$ cat src/sv/servo_joystick_light_tracker_unit_assert.svh
// ----------------------------------------------------------------------------
// Assertion macros for the servo joystick light tracker
// Concurrent checks sampled on clk and held off while arst_n is low.
// ----------------------------------------------------------------------------
`ifndef SERVO_JOYSTICK_LIGHT_TRACKER_UNIT_ASSERT_SVH
`define SERVO_JOYSTICK_LIGHT_TRACKER_UNIT_ASSERT_SVH

// Same-cycle implication.
`define SJLT_ASSERT_NOW(label, ante, cons, msg) \
	label: assert property (@(posedge clk) disable iff (!arst_n) (ante) |-> (cons)) \
		else $error(msg);

// Next-cycle implication.
`define SJLT_ASSERT_NEXT(label, ante, cons, msg) \
	label: assert property (@(posedge clk) disable iff (!arst_n) (ante) |=> (cons)) \
		else $error(msg);

`endif

$ cat src/sv/sjlt_pkg.sv
// ----------------------------------------------------------------------------
// sjlt_pkg
// Register map, reset values and shared helpers of the servo tracker.
// ----------------------------------------------------------------------------
package sjlt_pkg;

	// Configuration register indexes (byte address = 4 * index)
	typedef enum logic [2:0] {
		REG_POS_MIN        = 3'd0,
		REG_POS_MAX        = 3'd1,
		REG_STEP_SIZE      = 3'd2,
		REG_JOY_CENTER     = 3'd3,
		REG_JOY_THRESHOLD  = 3'd4,
		REG_LIGHT_TOL      = 3'd5,
		REG_DEBOUNCE_MS    = 3'd6,
		REG_HOME_POSITION  = 3'd7
	} reg_idx_t;

	localparam int ADDR_W = 5;
	localparam int DATA_W = 32;
	localparam int TOL_W  = 10;

	// Reset values
	localparam logic [7:0]       POS_MIN_RST   = 8'd100;
	localparam logic [7:0]       POS_MAX_RST   = 8'd160;
	localparam logic [3:0]       STEP_RST      = 4'd2;
	localparam logic [7:0]       CENTER_RST    = 8'd128;
	localparam logic [7:0]       THRESH_RST    = 8'd120;
	localparam logic [TOL_W-1:0] TOL_RST       = 10'd50;
	localparam logic [15:0]      DEBOUNCE_RST  = 16'd300;
	localparam logic [7:0]       HOME_RST      = 8'd130;
	localparam logic [7:0]       POSITION_RST  = 8'd130;

	// True when more than db milliseconds have passed, modulo 2^32
	function automatic logic elapsed(logic [31:0] now, logic [31:0] last, logic [15:0] db);
		logic [31:0] delta;
		delta = now - last;
		return delta > {16'h0000, db};
	endfunction

endpackage

$ cat src/sv/sjlt_if.sv
// ----------------------------------------------------------------------------
// sjlt_in_if / sjlt_out_if
// Valid/ready channels carrying control samples and servo results.
// ----------------------------------------------------------------------------
interface sjlt_in_if #(
	parameter int LIGHT_BITS = 10
);
	logic                  valid;
	logic                  ready;
	logic [31:0]           now_ms;
	logic [7:0]            joystick_level;
	logic [LIGHT_BITS-1:0] left_light;
	logic [LIGHT_BITS-1:0] right_light;
	logic                  mode_press;
	logic                  save_press;
	logic                  recenter_press;

	modport source (
		output valid, now_ms, joystick_level, left_light, right_light,
		output mode_press, save_press, recenter_press,
		input ready
	);
	modport sink (
		input valid, now_ms, joystick_level, left_light, right_light,
		input mode_press, save_press, recenter_press,
		output ready
	);
endinterface

interface sjlt_out_if;
	logic       valid;
	logic       ready;
	logic [7:0] servo_position;
	logic       auto_mode;
	logic       save_request;

	modport source (
		output valid, servo_position, auto_mode, save_request,
		input ready
	);
	modport sink (
		input valid, servo_position, auto_mode, save_request,
		output ready
	);
endinterface

$ cat src/sv/servo_joystick_light_tracker_unit.sv
// ----------------------------------------------------------------------------
// servo_joystick_light_tracker_unit
// Servo position tracker driven by joystick, light sensors and buttons.
// ----------------------------------------------------------------------------
// Usage:
//   in_ch  carries one control sample per request: timestamp, joystick level,
//          two light readings and the mode, save and recenter buttons.
//   out_ch returns one result per sample: servo position, auto mode flag and
//          a save request flag, in sample order.
//   APB    writes and reads the eight setup registers at byte address 4*i;
//          write them only while no sample is in flight.
// Path: each sample passes the input stage, then the output register, to out_ch.
// Throughput: one sample per cycle while out_ch is not held off; the position,
//   mode and debounce times are updated as each sample moves into the output
//   register, which keeps the rate at one.
// Reset: position 130, manual mode, all debounce times zero, registers at
//   their defaults, both pipeline stages empty.
// Stall: while out_ch is held off the result stays in the output register,
//   one more sample is taken into the input stage and then in_ch.ready drops.
// ----------------------------------------------------------------------------
`include "servo_joystick_light_tracker_unit_assert.svh"

module servo_joystick_light_tracker_unit #(
	parameter int LIGHT_BITS = 10
) (
	input  logic                        clk,
	input  logic                        arst_n,
	sjlt_in_if.sink                     in_ch,
	sjlt_out_if.source                  out_ch,
	input  logic                        psel,
	input  logic                        penable,
	input  logic                        pwrite,
	input  logic [sjlt_pkg::ADDR_W-1:0] paddr,
	input  logic [sjlt_pkg::DATA_W-1:0] pwdata,
	output logic [sjlt_pkg::DATA_W-1:0] prdata,
	output logic                        pready
);

	localparam int CMP_W = (LIGHT_BITS + 1 > sjlt_pkg::TOL_W) ?
		LIGHT_BITS + 1 : sjlt_pkg::TOL_W;

	// Configuration registers
	logic [7:0]                  pos_min_q, pos_max_q, center_q, thresh_q, home_q;
	logic [3:0]                  step_q;
	logic [sjlt_pkg::TOL_W-1:0]  tol_q;
	logic [15:0]                 debounce_q;

	// Tracker state
	logic [7:0]  pos_q;
	logic        auto_q;
	logic [31:0] last_move_q, last_mode_q, last_save_q;

	// Input stage
	logic                  valid_s1;
	logic [31:0]           now_s1;
	logic [7:0]            joy_s1;
	logic [LIGHT_BITS-1:0] left_s1, right_s1;
	logic                  mode_p_s1, save_p_s1, rec_p_s1;

	// Output register
	logic       out_valid_q;
	logic [7:0] out_pos_q;
	logic       out_auto_q;
	logic       out_save_q;

	// Next-state values
	logic        adv_out;
	logic        mode_tgl, save_ok, auto_nx;
	logic [7:0]  pos_nx;
	logic [31:0] last_move_nx;
	logic signed [LIGHT_BITS:0] diff;
	logic [LIGHT_BITS:0]        mag;
	logic                       light_go;
	logic [8:0]  pos_up9, pos_dn9, min_plus9;
	logic signed [8:0] joy_off, thr_pos, thr_neg;
	logic        joy_up, joy_dn, move_ok;
	logic        cfg_wr;

	// Handshake: the input stage empties whenever the output register can load
	assign adv_out     = valid_s1 && (!out_valid_q || out_ch.ready);
	assign in_ch.ready = !valid_s1 || adv_out;

	assign out_ch.valid          = out_valid_q;
	assign out_ch.servo_position = out_pos_q;
	assign out_ch.auto_mode      = out_auto_q;
	assign out_ch.save_request   = out_save_q;

	// Button debounce and mode toggle
	assign mode_tgl = mode_p_s1 && sjlt_pkg::elapsed(now_s1, last_mode_q, debounce_q);
	assign save_ok  = save_p_s1 && sjlt_pkg::elapsed(now_s1, last_save_q, debounce_q);
	assign auto_nx  = auto_q ^ mode_tgl;

	// Light difference against tolerance
	assign diff     = $signed({1'b0, left_s1}) - $signed({1'b0, right_s1});
	assign mag      = diff[LIGHT_BITS] ? -diff : diff;
	assign light_go = CMP_W'(mag) >= CMP_W'(tol_q);

	// Position arithmetic
	assign pos_up9   = {1'b0, pos_q} + {5'b0, step_q};
	assign pos_dn9   = {1'b0, pos_q} - {5'b0, step_q};
	assign min_plus9 = {1'b0, pos_min_q} + {5'b0, step_q};

	// Joystick offset and thresholds
	assign joy_off = $signed({1'b0, joy_s1}) - $signed({1'b0, center_q});
	assign thr_pos = $signed({1'b0, thresh_q});
	assign thr_neg = -thr_pos;
	assign joy_up  = joy_off >= thr_pos;
	assign joy_dn  = joy_off <= thr_neg;
	assign move_ok = (joy_up || joy_dn) && sjlt_pkg::elapsed(now_s1, last_move_q, debounce_q);

	// Next position and move time
	always_comb begin
		pos_nx       = pos_q;
		last_move_nx = last_move_q;
		if (auto_nx) begin
			if (light_go) begin
				if (!diff[LIGHT_BITS] && (diff != '0)) begin
					if (pos_q > pos_min_q) begin
						pos_nx = pos_dn9[8] ? 8'd0 : pos_dn9[7:0];
					end
				end else begin
					if (pos_q < pos_max_q) begin
						pos_nx = pos_up9[8] ? 8'd255 : pos_up9[7:0];
					end
				end
			end
		end else begin
			// A second try in the same sample is never past debounce
			if (move_ok) begin
				last_move_nx = now_s1;
				if (joy_up) begin
					if (pos_up9 <= {1'b0, pos_max_q}) begin
						pos_nx = pos_up9[7:0];
					end
				end else begin
					if ({1'b0, pos_q} >= min_plus9) begin
						pos_nx = pos_dn9[7:0];
					end
				end
			end
			if (rec_p_s1) begin
				pos_nx = home_q;
			end
		end
	end

	// Input stage valid
	always_ff @(posedge clk or negedge arst_n) begin
		if (!arst_n) begin
			valid_s1 <= 1'b0;
		end else if (in_ch.ready) begin
			valid_s1 <= in_ch.valid;
		end
	end

	// Input stage payload
	always_ff @(posedge clk) begin
		if (in_ch.valid && in_ch.ready) begin
			now_s1    <= in_ch.now_ms;
			joy_s1    <= in_ch.joystick_level;
			left_s1   <= in_ch.left_light;
			right_s1  <= in_ch.right_light;
			mode_p_s1 <= in_ch.mode_press;
			save_p_s1 <= in_ch.save_press;
			rec_p_s1  <= in_ch.recenter_press;
		end
	end

	// Tracker state: advance as each sample moves to the output
	always_ff @(posedge clk or negedge arst_n) begin
		if (!arst_n) begin
			pos_q       <= sjlt_pkg::POSITION_RST;
			auto_q      <= 1'b0;
			last_move_q <= '0;
			last_mode_q <= '0;
			last_save_q <= '0;
		end else if (adv_out) begin
			pos_q       <= pos_nx;
			auto_q      <= auto_nx;
			last_move_q <= last_move_nx;
			if (mode_tgl) begin
				last_mode_q <= now_s1;
			end
			if (save_ok) begin
				last_save_q <= now_s1;
			end
		end
	end

	// Output register valid
	always_ff @(posedge clk or negedge arst_n) begin
		if (!arst_n) begin
			out_valid_q <= 1'b0;
		end else if (!out_valid_q || out_ch.ready) begin
			out_valid_q <= valid_s1;
		end
	end

	// Output register payload
	always_ff @(posedge clk) begin
		if (adv_out) begin
			out_pos_q  <= pos_nx;
			out_auto_q <= auto_nx;
			out_save_q <= save_ok;
		end
	end

	// Register writes
	assign cfg_wr = psel && penable && pwrite && pready;
	assign pready = 1'b1;

	always_ff @(posedge clk or negedge arst_n) begin
		if (!arst_n) begin
			pos_min_q  <= sjlt_pkg::POS_MIN_RST;
			pos_max_q  <= sjlt_pkg::POS_MAX_RST;
			step_q     <= sjlt_pkg::STEP_RST;
			center_q   <= sjlt_pkg::CENTER_RST;
			thresh_q   <= sjlt_pkg::THRESH_RST;
			tol_q      <= sjlt_pkg::TOL_RST;
			debounce_q <= sjlt_pkg::DEBOUNCE_RST;
			home_q     <= sjlt_pkg::HOME_RST;
		end else if (cfg_wr) begin
			case (sjlt_pkg::reg_idx_t'(paddr[4:2]))
				sjlt_pkg::REG_POS_MIN:       pos_min_q  <= pwdata[7:0];
				sjlt_pkg::REG_POS_MAX:       pos_max_q  <= pwdata[7:0];
				sjlt_pkg::REG_STEP_SIZE:     step_q     <= pwdata[3:0];
				sjlt_pkg::REG_JOY_CENTER:    center_q   <= pwdata[7:0];
				sjlt_pkg::REG_JOY_THRESHOLD: thresh_q   <= pwdata[7:0];
				sjlt_pkg::REG_LIGHT_TOL:     tol_q      <= pwdata[sjlt_pkg::TOL_W-1:0];
				sjlt_pkg::REG_DEBOUNCE_MS:   debounce_q <= pwdata[15:0];
				sjlt_pkg::REG_HOME_POSITION: home_q     <= pwdata[7:0];
				default: ;
			endcase
		end
	end

	// Register reads
	always_comb begin
		case (sjlt_pkg::reg_idx_t'(paddr[4:2]))
			sjlt_pkg::REG_POS_MIN:       prdata = {24'h0, pos_min_q};
			sjlt_pkg::REG_POS_MAX:       prdata = {24'h0, pos_max_q};
			sjlt_pkg::REG_STEP_SIZE:     prdata = {28'h0, step_q};
			sjlt_pkg::REG_JOY_CENTER:    prdata = {24'h0, center_q};
			sjlt_pkg::REG_JOY_THRESHOLD: prdata = {24'h0, thresh_q};
			sjlt_pkg::REG_LIGHT_TOL:     prdata = {22'h0, tol_q};
			sjlt_pkg::REG_DEBOUNCE_MS:   prdata = {16'h0, debounce_q};
			sjlt_pkg::REG_HOME_POSITION: prdata = {24'h0, home_q};
			default:                     prdata = '0;
		endcase
	end

	// Checks
	`SJLT_ASSERT_NOW(a_out_matches_state, out_valid_q,
		(out_pos_q == pos_q) && (out_auto_q == auto_q), "result differs from tracker state")
	`SJLT_ASSERT_NOW(a_no_overrun, valid_s1 && out_valid_q && !out_ch.ready,
		!in_ch.ready, "input stage would be overwritten")
	`SJLT_ASSERT_NEXT(a_recenter, adv_out && !auto_nx && rec_p_s1,
		pos_q == $past(home_q), "recenter did not set home position")
	`SJLT_ASSERT_NEXT(a_state_hold, !adv_out,
		$stable(pos_q) && $stable(last_move_q) && $stable(auto_q),
		"state changed without a sample")

endmodule

$ cat src/flat_wrapper.sv
// flat-port wrapper written by rule: the top's interface ports become plain ports
module servo_joystick_light_tracker_unit_flat 
#(
	parameter int LIGHT_BITS = 10
)
  (clk, arst_n, psel, penable, pwrite, paddr, pwdata, prdata, pready, in_ch_valid, in_ch_now_ms, in_ch_joystick_level, in_ch_left_light, in_ch_right_light, in_ch_mode_press, in_ch_save_press, in_ch_recenter_press, in_ch_ready, out_ch_valid, out_ch_servo_position, out_ch_auto_mode, out_ch_save_request, out_ch_ready);
  sjlt_in_if #(.LIGHT_BITS(LIGHT_BITS)) in_ch_i ();
  sjlt_out_if out_ch_i ();
  input  logic clk;
  input  logic arst_n;
  input  logic psel;
  input  logic penable;
  input  logic pwrite;
  input  logic [sjlt_pkg::ADDR_W-1:0] paddr;
  input  logic [sjlt_pkg::DATA_W-1:0] pwdata;
  output logic [sjlt_pkg::DATA_W-1:0] prdata;
  output logic pready;
  input wire logic [$bits(in_ch_i.valid)-1:0] in_ch_valid;
  input wire logic [$bits(in_ch_i.now_ms)-1:0] in_ch_now_ms;
  input wire logic [$bits(in_ch_i.joystick_level)-1:0] in_ch_joystick_level;
  input wire logic [$bits(in_ch_i.left_light)-1:0] in_ch_left_light;
  input wire logic [$bits(in_ch_i.right_light)-1:0] in_ch_right_light;
  input wire logic [$bits(in_ch_i.mode_press)-1:0] in_ch_mode_press;
  input wire logic [$bits(in_ch_i.save_press)-1:0] in_ch_save_press;
  input wire logic [$bits(in_ch_i.recenter_press)-1:0] in_ch_recenter_press;
  output wire logic [$bits(in_ch_i.ready)-1:0] in_ch_ready;
  output wire logic [$bits(out_ch_i.valid)-1:0] out_ch_valid;
  output wire logic [$bits(out_ch_i.servo_position)-1:0] out_ch_servo_position;
  output wire logic [$bits(out_ch_i.auto_mode)-1:0] out_ch_auto_mode;
  output wire logic [$bits(out_ch_i.save_request)-1:0] out_ch_save_request;
  input wire logic [$bits(out_ch_i.ready)-1:0] out_ch_ready;
  assign in_ch_i.valid = in_ch_valid;
  assign in_ch_i.now_ms = in_ch_now_ms;
  assign in_ch_i.joystick_level = in_ch_joystick_level;
  assign in_ch_i.left_light = in_ch_left_light;
  assign in_ch_i.right_light = in_ch_right_light;
  assign in_ch_i.mode_press = in_ch_mode_press;
  assign in_ch_i.save_press = in_ch_save_press;
  assign in_ch_i.recenter_press = in_ch_recenter_press;
  assign in_ch_ready = in_ch_i.ready;
  assign out_ch_valid = out_ch_i.valid;
  assign out_ch_servo_position = out_ch_i.servo_position;
  assign out_ch_auto_mode = out_ch_i.auto_mode;
  assign out_ch_save_request = out_ch_i.save_request;
  assign out_ch_i.ready = out_ch_ready;
  servo_joystick_light_tracker_unit #(.LIGHT_BITS(LIGHT_BITS)) u_core (.clk(clk), .arst_n(arst_n), .in_ch(in_ch_i), .out_ch(out_ch_i), .psel(psel), .penable(penable), .pwrite(pwrite), .paddr(paddr), .pwdata(pwdata), .prdata(prdata), .pready(pready));
endmodule
$ cat config.mk
export PLATFORM = sky130hd
export DESIGN_NAME = servo_joystick_light_tracker_unit_flat
export DESIGN_NICKNAME = d
export VERILOG_FILES = /design/src/sv/sjlt_pkg.sv /design/src/sv/sjlt_if.sv /design/src/sv/servo_joystick_light_tracker_unit.sv /design/src/flat_wrapper.sv
export VERILOG_INCLUDE_DIRS = /design/src /design/src/sv
export SDC_FILE = /design/constraint.sdc
export NUM_CORES = 1
export LEC_CHECK = 0
export BUFFER_PORTS_ARGS = -buffer_cell sky130_fd_sc_hd__buf_2
export CORE_MARGIN = 2
export CORE_UTILIZATION = 60
export DETAILED_ROUTE_END_ITERATION = 10
export PLACE_DENSITY = 0.88
export SLEW_MARGIN = 15
export SYNTH_ARGS = -nofsm -noshare
export SYNTH_HDL_FRONTEND = slang
export SYNTH_SLANG_ARGS = --single-unit
export TNS_END_PERCENT = 30
$ cat constraint.sdc
create_clock -name clk -period 7.6 [get_ports clk]
set_input_delay 2.28 -clock clk [delete_from_list [all_inputs] [get_ports clk]]
set_output_delay 2.28 -clock clk [all_outputs]
set_load 0.01 [all_outputs]
==> qor_table.md, run 1 <==
| Metric | This run | Unit |
| --- | --- | --- |
| Maximum fanout along the worst path | 16 | - |
| Global-route total usage across every layer | 0.3002 | - |
| Dpl cells | 2770 | - |
| Maximum clock rate | 0.1556 | GHz |
| Worst clock skew on the final layout | 33.48 | ps |
| Hold Crit Class | register to register | - |
| Per-instance average area after synthesis | 8.863 | µm² |
| Final Hold Viols | 0 | - |
| Area growth, synth to finish | 9.209 | % |
| Max_slew headroom | 0.2320 | - |
| Leakage dissipation | 9.885 | nW |
| Clk network pwr share | 0.182 | - |
| Count of final setup violators | 0 | - |
| Hpwl dp | 41.82 | mm |
| Critical Path Start | u_core.now_s1[1]$_DFFE_PP_ | - |
| Die boundary width | 187.4 | µm |
| CP arrival | 6870 | ps |
| PwrDens | 353.3 | nW/µm² |
| Via Count | 17840 | - |
| Startpoint of the worst-slack reg-to-reg timing path | u_core.now_s1[1]$_DFFE_PP_ | - |
| Warning count from the yosys run | 0 | - |
| Number of buffers between clock root and the deepest sink | 3 | - |
| Cell count after synthesis | 2278 | - |
| Post-layout net count | 2698 | - |
| Via count of the first global-routing pass | 17440 | - |
| Fraction of final layout cells with drive strength greater than 1 | 0.1238 | - |
| Maximum number of pins on one net before global-route repair | 76 | - |
| Net switching power of the design | 3.466 | mW |
| DRC errors left | 0 | - |
| Time the final worst path needs with I/O delays and setup | 6426 | ps |
| Clock root buffer | clkbuf_16 | - |
| Switching portion of total power | 0.4450 | - |
| Share of power burned in combinational logic | 0.561 | - |
| CTS clk-pin slew, worst paths | 60 | ps |
| Min-Delay Path Depth | 1 | - |
| Part of the cycle the worst path needs | 0.8455 | - |
| Filler instances | 2701 | - |
| Post-cts repair resize count | 0 | - |
| Die area | 35130 | µm² |
| Post-synthesis sequential area ratio | 0.3293 | - |
| Post-synthesis instance area | 20190 | µm² |
| TritonCTS clock tree | yes | - |
| First-pass detailed-route iteration total | 7 | - |
| Number of enable flip-flop cells after synthesis | 73 | - |
| Total area of sequential cells | 6649 | µm² |
| Area of the multi-input gates | 12420 | µm² |
| Remaining Overflow, GRT | 0 | - |
| Min-Delay Startpoint | u_core.last_save_q[16]$_DFFE_PN0P_ | - |
| Average routed wire per standard cell | 19.01 | µm |
| Y dimension of the die | 187.4 | µm |
| Core region area | 33360 | µm² |
| Proportion of synthesized flip-flops having asynchronous set or reset | 0.7080 | - |
| Clock sinks | 250 | - |
| Post-Route WL | 53.67 | mm |
| Pint | 4.323 | mW |
| Row Count | 67 | - |
| Type of the worst setup path | register to register | - |
| Finished Layout Cells | 2823 | - |
| Number of buffers created by CTS | 29 | - |
| Final design area excluding fillers | 22050 | µm² |
| Final count of pins violating max slew | 0 | - |
| Count of hold buffers inserted by post-cts repair | 0 | - |
| Count of input and output buffers | 116 | - |
| Worst VDD drop | 0.2183 | mV |
| Clock network latency to the later pin of the worst-skew pair | 590 | ps |
| Antenna diode instance count | 0 | - |
| Residual antenna-violating net count after detailed routing | 0 | - |
| Routed via count divided by cell count | 6.318 | - |
| Global-route wire length before repair | 86.33 | mm |
| Sequential share of power | 0.257 | - |
| Total of flip-flops plus latches after synthesis | 250 | - |
| First-iteration detailed-routing DRC count | 1489 | - |
| Post-synth top flop | dfrtp_1 | - |
| Category of the worst setup path launch point | register | - |
| Initial antenna violation count | 0 | - |
| Routability congestion estimate | 0.9468 | - |
| H-Tree Depth | 1 | - |
| Post-Route Setup TNS | 0 | ps |
| Worst Reg2Reg Path Length in Cells | 20 | - |
| Result of the run | complete, no violations | - |
| Nature of the critical path endpoint | register | - |
| Worst path required time | 8050 | ps |
| Synth cell types | 92 | - |
| Number of max-capacitance violations reported | 0 | - |
| Actual transition at the worst max-transition pin | 1148 | ps |
| Initial cell density of the core | 0.6051 | - |
| Placed instance area | 21080 | µm² |
| Setup repair after global routing missed its margin | false | - |
| Top-Level Pins | 152 | - |
| Post-CTS setup buffers | 0 | - |
-- power groups by stage --
stage                     clock network (mW)  logic [mW]  registers [mW]
final                                   1.42        4.37            2.00
after global routing                    1.48        4.85            2.03
after CTS                               1.44        4.30            1.99
after detailed placement                   0        4.26            2.02
after global placement                     0        4.07            2.00
after floorplan                            0        3.28            1.91
-- through the flow --
step	setup WS (ps)	utilization	total power, mW	hold WS, ps
after floorplan	1579	-	5.186	462.3
after global placement	1451	0.6317	6.070	474.3
after detailed placement	1223	0.6317	6.274	482.1
after CTS	1212	0.6607	7.727	495.1
after global routing	847.8	0.6608	8.369	513.4
final	1174	0.6608	7.789	491.2
-- state kept, by name, indices dropped and copies added (netlist names), 4 cells and up --
register,count
u_core.last_mode_q,32
u_core.last_move_q,32
u_core.last_save_q,32
u_core.now_s1,32
u_core.debounce_q,16
u_core.left_s1,10
u_core.right_s1,10
u_core.tol_q,10
u_core.center_q,8
u_core.home_q,8
u_core.joy_s1,8
u_core.out_ch.servo_position,8
u_core.pos_max_q,8
u_core.pos_min_q,8
u_core.pos_q,8
u_core.thresh_q,8
u_core.step_q,4
-- cells in the mapped netlist (17+ instances only) --
master,count,share of area
ha_1,230,0.14
inv_1,209,0.039
nand2_1,197,0.037
o21ai_0,182,0.045
a21oi_1,169,0.042
dfrtp_1,155,0.19
nor2_1,116,0.022
nand3_1,80,0.020
edfxtp_1,73,0.11
xnor2_1,72,0.031
clkbuf_1,69,0.013
a21o_1,64,0.024
mux2_2,59,0.033
nand4_1,39,0.012
o21a_1,34,0.013
o21ai_1,33,0.0082
nor2b_1,32,0.0099
xor2_1,32,0.014
nor3_1,27,0.0067
nand2b_1,25,0.0077
dfstp_2,22,0.029
o211ai_1,21,0.0078
a31oi_1,20,0.0062
nor4_1,19,0.0059
a211oi_1,17,0.0063
buf_4,17,0.0063
mux2i_1,17,0.0084
-- critical path, stage by stage (launching register included) --
cell      delay [ps]
edfxtp_1         560
inv_1            220
fa_1             480
nor2b_1          160
o31a_1           250
nor2_1            60
o21bai_1         360
xnor2_1          180
ha_1             260
and3_1           190
a221oi_1         350
o211ai_1         180
o22ai_1          380
nand3_1          130
or4_4            530
o41ai_4          470
xor2_4           220
inv_2            170
nor3_4           750
buf_4            300
o21ai_1           80
-- cells in the final DEF (no fill, tap or decap), drive strengths merged, types with 15 or more instances in the layout --
master | netlist | routed
mux2 | 66 | 66
a21o | 64 | 64
nor4 | 21 | 21
nor2b | 32 | 32
buf | 27 | 126
a21oi | 170 | 170
dfrtp | 155 | 155
nand2 | 197 | 197
o21a | 34 | 34
xnor2 | 72 | 72
a31oi | 20 | 20
conb | 2 | 17
and3 | 15 | 15
ha | 230 | 230
nand4 | 39 | 39
and2 | 15 | 15
inv | 210 | 214
edfxtp | 73 | 73
nor2 | 116 | 116
nand2b | 25 | 25
o21ai | 215 | 215
a211oi | 19 | 19
xor2 | 33 | 33
dfstp | 22 | 22
o211ai | 21 | 21
nand3 | 80 | 80
mux2i | 17 | 17
clkbuf | 70 | 36
nor3 | 29 | 29
-- area by class of cell --
type	instances	area share
clock inverters	17	0.006866
well taps	448	0.02542
inverters	212	0.03609
flip-flops and latches	250	0.3016
multi-input cells	1734	0.5631
clock buffers	36	0.03694
repair buffers	126	0.03002
-- layer usage --
metal | global-route usage | share of wire
met1 | 0.3720 | 0.41
met3 | 0.04071 | 0.067
met2 | 0.5217 | 0.48
met4 | 0.1378 | 0.048
met5 | 0 | 0
-- path summary, 6_finish.rpt --
path                                                            to  slack [ps]
worst max register to register  u_core.last_move_q[17]$_DFFE_PN0P_        1170
worst max-delay path            u_core.last_move_q[17]$_DFFE_PN0P_        1170
worst min register to register  u_core.last_save_q[16]$_DFFE_PN0P_         490
min in group asynchronous           u_core.thresh_q[7]$_DFFE_PN0P_        1700
worst min-delay path            u_core.last_save_q[16]$_DFFE_PN0P_         490
max in group asynchronous       u_core.last_mode_q[10]$_DFFE_PN0P_        4700
-- logic make-up after synthesis --
| logic type | share of synthesized area |
|---|---|
| buffers and inverters | 0.06129 |
| AOI/OAI and AO/OA | 0.2129 |
| other | 0.0003720 |
| DFF | 0.3293 |
| adders and majority gates | 0.1505 |
| and+or+nand+nor | 0.1456 |
| xor gates and xnor gates | 0.04592 |
| muxes | 0.05416 |
(Power assumes the default switching activity.)
==> inputs of run 2 (changes only) <==
- ABC_AREA: default -> 1
- PLACE_DENSITY: 0.88 -> 0.87
- clock period: 7.6 -> 6.3 ns (I/O delays scaled with it)
==> qor_table.md, run 2 <==
| Metric | This run | Unit |
| --- | --- | --- |
| Result of the run | complete, no violations | - |
| Actual transition at the worst max-transition pin | 1077 | ps |
| Min-Delay Path Depth | 2 | - |
| Cell family contributing the most delay on the critical path | simple AND/OR/NAND/NOR gates | - |
| Time the final worst path needs with I/O delays and setup | 5717 | ps |
| Maximum number of pins on one net before global-route repair | 98 | - |
| Combinational family with the most area after synthesis | simple AND/OR/NAND/NOR gates | - |
| Number of enable flip-flop cells after synthesis | 73 | - |
| Clock root buffer | clkbuf_16 | - |
| Xor and xnor area share after synthesis | 0.03748 | - |
| Area growth, synth to finish | 8.968 | % |
| Type of the worst setup path | input port to output port | - |
| Clock sinks | 250 | - |
| Final count of pins violating max slew | 0 | - |
| CP arrival | 3830 | ps |
| Residual antenna-violating net count after detailed routing | 0 | - |
| Post-Route Setup TNS | 0 | ps |
| Critical-path top delay cell | nor3_1 | - |
| Share of the synthesized area in the top cell type | 0.1769 | - |
| Worst VDD drop | 0.3299 | mV |
| Hold Crit Class | register to register | - |
| Post-layout net count | 3595 | - |
| Die area | 38100 | µm² |
| Maximum cell stage delay along the critical path | 770 | ps |
| DRC errors left | 0 | - |
| Initial cell density of the core | 0.6048 | - |
| Synth cell types | 56 | - |
| Clock network latency to the later pin of the worst-skew pair | 590 | ps |
| Total stage count of the critical path | 8 | - |
| Fraction of final layout cells with drive strength greater than 1 | 0.09383 | - |
| Worst Path Buf+Inv | 4 | - |
| Post-synth top cells | 929 x nand2_1, 510 x inv_1, 230 x ha_1 | - |
| Category of the worst setup path launch point | input port | - |
| Worst clock skew on the final layout | 30.92 | ps |
| Count of hold buffers inserted by post-cts repair | 0 | - |
| Worst Reg2Reg Path Length in Cells | 25 | - |
| Warning count from the yosys run | 0 | - |
| Dpl ws | 648.3 | ps |
| Setup repair after global routing missed its margin | false | - |
| Global-route total usage across every layer | 0.3324 | - |
| Max_slew headroom | 0.2808 | - |
| Global-route wire length before repair | 101.2 | mm |
| Post-synthesis mux area share | 0 | - |
| Average routed wire per standard cell | 16.90 | µm |
| Proportion of synthesized flip-flops having asynchronous set or reset | 0.7080 | - |
| Hpwl dp | 48.11 | mm |
| Count of input and output buffers | 116 | - |
| Post-synthesis instance area | 21930 | µm² |
| Maximum fanout along the worst path | 10 | - |
| Number of buffers created by CTS | 28 | - |
| Number of buffers between clock root and the deepest sink | 3 | - |
| Die boundary width | 195.2 | µm |
| Via count of the first global-routing pass | 20090 | - |
| Via Count | 21110 | - |
| Row Count | 70 | - |
| Adder and majority gate portion of the synthesized area | 0.1385 | - |
| CTS clk-pin slew, worst paths | 60 | ps |
| Cell count after synthesis | 3144 | - |
| Total of flip-flops plus latches after synthesis | 250 | - |
| Post-Route WL | 63.29 | mm |
| First-iteration detailed-routing DRC count | 1932 | - |
| Initial antenna violation count | 4 | - |
| Post-synth top flop | dfrtp_1 | - |
| Worst path required time | 4410 | ps |
| Most common cell after layout, fill and taps aside | nand2_1 | - |
| PwrDens | 432.8 | nW/µm² |
| Remaining Overflow, GRT | 0 | - |
| Crit-path cells | buf_2 -> inv_2 -> nor3_1 -> inv_2 -> o2bb2ai_1 -> nor3_1 -> o21ai_0 -> buf_2 | - |
| Post-route worst hold slack | 472.4 | ps |
| Per-instance average area after synthesis | 6.976 | µm² |
| Post-cts repair resize count | 0 | - |
| Most area-consuming cells after synthesis | dfrtp_1 18%, nand2_1 16%, ha_1 13% | - |
| Routability congestion estimate | 1.016 | - |
| Top-Level Pins | 152 | - |
| Final Hold Viols | 0 | - |
| Worst setup margin | 582.5 | ps |
| Nature of the critical path endpoint | output port | - |
| Most frequent cells in the layout | 929 x nand2_1, 509 x inv_1, 230 x ha_1 | - |
| Synthesized-area fraction occupied by ao, oa, aoi and oai cells | 0.1154 | - |
| Count of final setup violators | 0 | - |
| Synth Area in Simple Gates | 0.2975 | - |
| Post-CTS setup buffers | 0 | - |
| Y dimension of the die | 195.2 | µm |
| Core region area | 36260 | µm² |
| Number of max-capacitance violations reported | 0 | - |
| Library cell with the highest instance count after synthesis | nand2_1 | - |
| Leakage dissipation | 12.68 | nW |
| First-pass detailed-route iteration total | 5 | - |
| Cell taking the most area after synthesis | dfrtp_1 | - |
| Part of the cycle the worst path needs | 0.9075 | - |
| H-Tree Depth | 1 | - |
| TritonCTS clock tree | yes | - |
| Maximum clock rate | 0.1749 | GHz |
| Routed via count divided by cell count | 5.638 | - |
| Post-synthesis sequential area ratio | 0.3032 | - |
==> run 2: cell count changes in the layout (fill, tap and decap cells not counted), sizes merged, moves of 24 or more <==
cell | before | now
nor2b | 32 | 0
o21a | 34 | 4
inv | 214 | 524
o21ai | 215 | 182
nand4 | 39 | 79
nor2 | 116 | 246
mux2 | 66 | 0
nand2b | 25 | 1
xor2 | 33 | 71
xnor2 | 72 | 22
a21o | 64 | 9
nand2 | 197 | 945
nand3 | 80 | 193
==> run 2: final timing paths <==
path	startpoint	to	slack [ps]
worst max-delay path	paddr[4]	prdata[4]	580
worst min-delay path	u_core.last_save_q[30]$_DFFE_PN0P_	u_core.last_save_q[30]$_DFFE_PN0P_	470
worst max register to register	u_core.now_s1[12]$_DFFE_PP_	u_core.last_move_q[2]$_DFFE_PN0P_	1490
worst min register to register	u_core.last_save_q[30]$_DFFE_PN0P_	u_core.last_save_q[30]$_DFFE_PN0P_	470
max in group asynchronous	arst_n	u_core.pos_min_q[5]$_DFFE_PN1P_	3770
min in group asynchronous	arst_n	u_core.auto_q$_DFFE_PN0P_	1410
==> run 2: area by class of cell <==
cell class / count / area [µm²]
diodes: 4 / 10.01
clock buffers: 33 / 750.7
clock inverters: 19 / 285.3
fillers: 3117 / 12360
inverters: 522 / 1959
multi-input cells: 2321 / 12990
flip-flops and latches: 250 / 6649
well taps: 468 / 585.6
repair buffers: 127 / 671.9
==> run 2: cells by family (layout without fill, tap and decap cells) <==
family                     count (synthesis)  in the layout
xor gates and xnor gates                  93             93
adders and majority gates                238            238
and+or+nand+nor                         1530           1530
other                                      2             21
AOI/OAI and AO/OA                        443            443
buffers and inverters                    588            701
DFF                                      250            250
==> run 2: layer usage <==
layer,up-vias,track usage,routed length (µm)
met4,0,0.1730,3898
met1,9558,0.4067,25260
met3,236,0.05060,4927
met2,954,0.5694,29200
met5,-,0,0
li1,10360,-,-
==> run 2: stage by stage <==
step	total power [mW]	instances	instance area, µm²	utilization
final	10.34	3744	23900	0.6591
after global routing	11.28	3743	23900	0.6590
after CTS	10.23	3740	23890	0.6588
after detailed placement	8.337	3688	22850	0.6302
after global placement	8.155	3688	22850	0.6302
after floorplan	6.893	3159	21990	-
==> run 2: worst reg2reg max path, stage by stage (launching register included) <==
cell and delay [ps]:
edfxtp_1 640, ha_1 500, nand2_1 90, inv_1 80
nand2_1 80, nor3_1 230, nand2_1 90, nand2_1 150
xor2_1 110, ha_1 300, nand2_1 70, nor2_1 150
nand3_1 120, nor2_1 170, nand4_1 120, nand2_1 130
nand3_1 80, nor2_1 160, nand2_1 70, nor2_1 160
nand2_4 180, nand2_4 180, nor2_4 60, nand2_8 430
nor2_1 210, a21oi_2 160
==> run 2: where the power goes <==
part / total [mW] / leakage [nW] / internal, mW / switching [mW]
clock network: 1.84 / 0.512 / 1.11 / 0.733
logic: 6.04 / 9.38 / 2.14 / 3.90
registers: 2.46 / 2.79 / 2.12 / 0.343
